<file path="config.mk">
export PLATFORM = sky130hd
export DESIGN_NAME = mefn_ctrl
export DESIGN_NICKNAME = d
export VERILOG_FILES = /design/src/hdl/mefn_pkg.sv /design/src/hdl/mefn_ctrl.sv
export SDC_FILE = /design/constraint.sdc
export NUM_CORES = 1
export LEC_CHECK = 0
export ABC_AREA = 1
export BUFFER_PORTS_ARGS = -buffer_cell sky130_fd_sc_hd__buf_2
export CAP_MARGIN = 20
export CORE_AREA = 8 8 45 47
export DETAILED_ROUTE_END_ITERATION = 12
export DIE_AREA = 0 0 53 55
export PLACE_DENSITY_LB_ADDON = 0.25
export SYNTH_ARGS = -nofsm -noshare
export SYNTH_HDL_FRONTEND = slang
export SYNTH_SLANG_ARGS = --single-unit
</file>
<file path="constraint.sdc">
create_clock -name clk_i -period 3.3 [get_ports clk_i]
set_clock_uncertainty 0.15 [all_clocks]
set_input_delay 0.66 -clock clk_i [delete_from_list [all_inputs] [get_ports clk_i]]
set_output_delay 0.66 -clock clk_i [all_outputs]
set_load 0.005 [all_outputs]
</file>
<file path="src/hdl/mefn_pkg.sv">
// Shared constants and controller/datapath types for edge and facet numbering.
`timescale 1ns / 1ps
package mefn_pkg;

  localparam int VertexBits    = 16;
  localparam int EdgeCapacity  = 4096;
  localparam int FacetCapacity = 4096;

  localparam int EdgeAw   = $clog2(EdgeCapacity);
  localparam int FacetAw  = $clog2(FacetCapacity);
  localparam int PtrW     = (EdgeAw > FacetAw) ? EdgeAw : FacetAw;
  localparam int CntW     = PtrW + 1;
  localparam int EdgeKeyW = 2 * VertexBits;
  localparam int FacetKeyW = 3 * VertexBits;

  localparam int VtxW   = 16;
  localparam int SlotW  = 3;
  localparam int IndexW = 12;
  localparam int StepW  = 4;

  localparam logic [StepW-1:0] NumEdges  = StepW'(6);
  localparam logic [StepW-1:0] LastStep  = StepW'(9);

  // Controller to datapath
  typedef struct packed {
    logic load;   // latch a tetrahedron, restart at the first edge
    logic start;  // latch the sorted key, rewind the scan pointer
    logic adv;    // advance the scan pointer
    logic hit;    // load a found result
    logic miss;   // insert the key or flag the table full
    logic next;   // move to the next edge or facet
  } cmd_t;

  // Datapath to controller
  typedef struct packed {
    logic empty;
    logic match;
    logic ptr_last;
    logic step_last;
  } stat_t;

endpackage

</file>
<file path="src/hdl/mefn_ctrl.sv">
// Controller: sequences ten table lookups per tetrahedron and the result handshake.
`timescale 1ns / 1ps
module mefn_ctrl (
  input  logic            clk_i,
  input  logic            rst_ni,
  input  logic            in_valid_i,
  output logic            in_ready_o,
  output logic            out_valid_o,
  input  logic            out_ready_i,
  input  mefn_pkg::stat_t stat_i,
  output mefn_pkg::cmd_t  cmd_o
);
  import mefn_pkg::*;

  localparam logic [2:0] SIdle   = 3'd0;
  localparam logic [2:0] SBegin  = 3'd1;
  localparam logic [2:0] SRead   = 3'd2;
  localparam logic [2:0] SCmp    = 3'd3;
  localparam logic [2:0] SResult = 3'd4;

  logic [2:0] state_q, state_d;

  // Next state and commands
  always_comb begin
    state_d = state_q;
    cmd_o   = '0;
    case (state_q)
      SIdle: begin
        if (in_valid_i) begin
          cmd_o.load = 1'b1;
          state_d    = SBegin;
        end
      end
      SBegin: begin
        cmd_o.start = 1'b1;
        state_d     = SRead;
      end
      SRead: begin
        if (stat_i.empty) begin
          cmd_o.miss = 1'b1;
          state_d    = SResult;
        end else begin
          state_d = SCmp;
        end
      end
      SCmp: begin
        if (stat_i.match) begin
          cmd_o.hit = 1'b1;
          state_d   = SResult;
        end else if (stat_i.ptr_last) begin
          cmd_o.miss = 1'b1;
          state_d    = SResult;
        end else begin
          cmd_o.adv = 1'b1;
          state_d   = SRead;
        end
      end
      SResult: begin
        if (out_ready_i) begin
          if (stat_i.step_last) begin
            state_d = SIdle;
          end else begin
            cmd_o.next = 1'b1;
            state_d    = SBegin;
          end
        end
      end
      default: begin
        state_d = SIdle;
      end
    endcase
  end

  always_ff @(posedge clk_i or negedge rst_ni) begin
    if (!rst_ni) begin
      state_q <= SIdle;
    end else begin
      state_q <= state_d;
    end
  end

  assign in_ready_o  = (state_q == SIdle);
  assign out_valid_o = (state_q == SResult);

endmodule

</file>
* After elaboration in Yosys (flattened, before gate mapping)
Cells that the tools add are included.
** Storage, ports and cells
- Output and inout bits :: 8
- Flip-flop bits (word level) :: 3
- Input port bits :: 8
** Cells by class
- Reduce and logical (&&, ||, !) cells :: 2
- Eq/ne operators :: 6
- Muxes and demuxes :: 21
** Operators by type and width (count)
- 2-to-1 mux 3 bit :: 5
- one-hot mux 3 bit (5 select lines) :: 1
- 2-to-1 mux 1 bit :: 13
- equality test 3 x 2 -> 1 bit (second input constant) :: 2
- equality test 3 x 1 -> 1 bit (second input constant) :: 1
- equality test 3 bit (second input constant) :: 1
- zero test 3 bit :: 1
- 2-to-1 mux 2 bit :: 1
- != test 2 x 1 -> 1 bit (second input constant) :: 1
- != test 2 bit (second input constant) :: 1
- one-hot mux 1 bit (2 select lines) :: 1
- AND reduction 2 bit :: 1

* Depth between registers and ports, before layout
- Depth in word-level cells :: 3
- Mapped depth :: 5
- Mapped depth without buffers :: 5

* Least setup slack after synthesis
Ideal clock, no wire load.
- Kind :: input to output
- Start point :: input stat_i[2] in the netlist's numbering
- End point :: output cmd_o[3] in the netlist's numbering
- Path slack :: 1.551 ns
- Arrival :: 0.939 ns
- Cell stages on the path :: 3
- Required time :: 2.490 ns
- Cell sequence :: nor2_1 -> nand2_1 -> inv_1
** RTL lines
- start, declared :: RTL line mefn_ctrl.sv:10 : input mefn_pkg::stat_t stat_i,
- end, declared :: RTL line mefn_ctrl.sv:11 : output mefn_pkg::cmd_t cmd_o

==> flow_metrics.py <==
metrics = {
    "detailed_routing": {
        "drt_iter0_drc": 3,
        "wire_per_inst_um": 9.44,
        "route.vias.total": 283,
        "drt_wl_total_um": 680,
        "drt.antenna.violating_nets": 0,
        "vias_per_cell": 3.93,
        "number_of_remaining_drc_errors": 0,
        "firstDrtPassIters": 2,
    },
    "global_routing": {
        "initial_antenna_violation_count": 0,
        "global_route_wire_length_before_repair_um": 1230,
        "groute.usage.overall": 0.0580,
        "grt_max_degree": 10,
        "globalRoute.totalOverflow": 0,
        "grt_pass1_vias": 304,
    },
    "die": {
        "chipHeight_um": 55,
        "floorplan.initialDensity": 0.183,
        "dieArea_um2": 2920,
        "std_cell_rows": 14,
        "core_area_um2": 1380,
        "ioPinCount": 16,
        "die_w_um": 53,
    },
    "yosys": {
        "synth_seq_cells": 3,
        "synth_cell_types": 14,
        "netlist.area_leader.share": 0.297,
        "synth_top_cell_by_area": "sky130_fd_sc_hd__dfrtp_1",
        "syn_inst": 37,
        "synth_commonest_cells": "sky130_fd_sc_hd__inv_1, sky130_fd_sc_hd__nand2_1, sky130_fd_sc_hd__nor2_1",
        "primary_ff_master_synth": "sky130_fd_sc_hd__dfrtp_1",
        "ys_async_sr_fraction": 1.00,
        "post_synth_instance_area_um2": 253,
        "synth.yosys.seq_area_share": 0.297,
        "post_synth_main_area_contributors": "sky130_fd_sc_hd__dfrtp_1, sky130_fd_sc_hd__inv_1, sky130_fd_sc_hd__nand3_2, sky130_fd_sc_hd__nand3_1, sky130_fd_sc_hd__nand2_1",
        "yosys_warnings": 0,
        "syn-mean-instance-area_um2": 6.83,
        "yosys.cell_count.top_type": "sky130_fd_sc_hd__inv_1",
        "synth.net_count": 45,
        "number_of_enable_flip_flop_cells_after_synthesis": 0,
    },
    "timing": {
        "setup_tns_ns": 0,
        "worst_max_slew_pin_slew_ns": 0.208,
        "max_slew_headroom": 0.861,
        "setup_viol_count_final": 0,
        "hold_slack_ns": 0.0635,
        "post-route-min-period_ns": 1.99,
        "postLayoutSetupSlackWorst_ns": 1.31,
        "rsz0062_at_grt": "no",
        "achievable_freq_mhz": 502,
        "finalHoldViolCount": 0,
        "final.period_utilization": 0.603,
        "drv_slew": 0,
    },
    "clock_tree": {
        "cts.repair_timing.setup_buffer_count": 0,
        "ctsHtreeMaxLevel": 1,
        "clock_tree_from_tritoncts": "built",
        "library_cell_used_as_clock_root_buffer": "sky130_fd_sc_hd__clkbuf_4",
        "numCtsBuffers": 3,
        "ctsResizeCount": 0,
        "cts-hold-fix-buffers": 0,
        "cts_clk_pin_slew_worst_paths_ns": 0.04,
        "clock_sink_count": 3,
        "source_to_sink_clock_delay_at_the_later_pin_of_the_worst_skew_pair_ns": 0.23,
        "cts_max_path_buffers": 2,
    },
    "layout": {
        "share_of_post_route_cells_with_drive_strength_above_1": 0.446,
        "largest_registers": "state_q (3)",
        "syn2layout_area_growth_pct": 48.0,
        "final_util": 0.270,
        "diodes": 0,
        "fillCellCount": 163,
        "final_area_um2": 374,
        "top_register_by_number_of_flip_flops": "state_q",
        "largest_register_ffs": 3,
        "final_net_count": 65,
        "final_cells": 72,
    },
    "worst_setup_path": {
        "critPathCaptureType": "output pin",
        "cp_cell_sequence": "inv_2, nand3_2, clkinv_1, nand2_1, inv_1, buf_2",
        "crit_slowest_cell": "sky130_fd_sc_hd__dfrtp_1",
        "critical_path_class": "flip-flop to output pin",
        "worst_setup_sp_type": "flip-flop",
        "cp_data_required_time_ns": 2.49,
        "cp_data_arrival_time_ns": 1.18,
        "timing.critical_path.fanout_max": 9,
        "cp.buffers_inverters": 4,
        "path_delay_family": "flip-flops",
        "timing.critical_path.slowest_cell_delay_ns": 0.39,
    },
    "place": {
        "io_buffer_count": 15,
        "dp_cells": 68,
        "place_ws_ns": 1.30,
        "gp_congestion": 0.670,
        "dpl-instance-area_um2": 348,
        "dp_hpwl_um": 572,
    },
    "pwr": {
        "power-per-cell-area_nw_per_um2": 788,
        "totalPowerFinal_mw": 0.295,
        "power.static_leakage_nw": 0.237,
        "power.ir.vdd_worst_uv": 218,
    },
    "run_status": {
        "outcome": "complete, no violations",
    },
    "run": {
        "max_cap_viol_count": 0,
    },
    "worst_hold_path": {
        "holdCritPathClass": "input pin to asynchronous set/reset pin",
    },
}
-- layout by cell type (no fill, tap or decap) --
cell type / instances
sky130_fd_sc_hd__nand4_1: 2
sky130_fd_sc_hd__o211ai_2: 1
sky130_fd_sc_hd__inv_2: 2
sky130_fd_sc_hd__nor4_2: 1
sky130_fd_sc_hd__clkbuf_1: 1
sky130_fd_sc_hd__dfrtp_1: 3
sky130_fd_sc_hd__nand3_1: 3
sky130_fd_sc_hd__nand2_1: 4
sky130_fd_sc_hd__buf_2: 15
sky130_fd_sc_hd__nor2_4: 1
sky130_fd_sc_hd__nor2_1: 4
sky130_fd_sc_hd__clkinv_1: 1
sky130_fd_sc_hd__nand3_2: 2
sky130_fd_sc_hd__a21oi_1: 1
sky130_fd_sc_hd__clkbuf_4: 3
sky130_fd_sc_hd__o21ai_1: 2
sky130_fd_sc_hd__inv_1: 10
-- worst reg2reg max path: stages (launching register included) --
cell and delay (ns):
sky130_fd_sc_hd__dfrtp_1 0.43, sky130_fd_sc_hd__nor2_4 0.19, sky130_fd_sc_hd__nand3_2 0.11, sky130_fd_sc_hd__nand2_1 0.07, sky130_fd_sc_hd__a21oi_1 0.04
-- layout make-up --
type,instances,area [um2],area share
clock buffers,4,26.3,0.0702
flip-flops and latches,3,75.1,0.201
well taps,16,20.0,0.0535
multi-input cells,21,129,0.344
inverters,13,48.8,0.130
repair buffers,15,75.1,0.201
-- power by group --
part	internal (mW)	switching, mW
clock	0.0453	0.0187
sequential	0.0547	0.0237
combinational	0.0645	0.0878
-- routing by layer --
layer	up-vias	GRT usage	routed length, um	share of wire
met3	0	0.0241	80	0.12
met5	-	0	0	0
met2	13	0.0781	268	0.39
li1	153	-	-	-
met1	117	0.0686	331	0.49
met4	0	0.0517	0	0
-- final timing paths --
kind / start / to / slack, ns / cells after the start
min: rst_ni / state_q[1] / 0.06 / 1
max reg2reg: state_q[1] / state_q[0] / 2.19 / 4
max in group asynchronous: rst_ni / state_q[0] / 2.83 / 1
min reg2reg: state_q[2] / state_q[2] / 0.44 / 2
max: state_q[2] / cmd_o[3] / 1.31 / 6
min in group clk_i: state_q[2] / state_q[2] / 0.44 / 2
-- cells by family (layout without fill, tap and decap cells) --
logic type,count (synthesis),after routing,share of synthesized area
AO/OA/AOI/OAI,4,4,0.109
buffers and inverters,13,32,0.193
flip-flops,3,3,0.297
AND/OR/NAND/NOR,17,17,0.401
No activity file was read; power rests on OpenSTA's default activity.
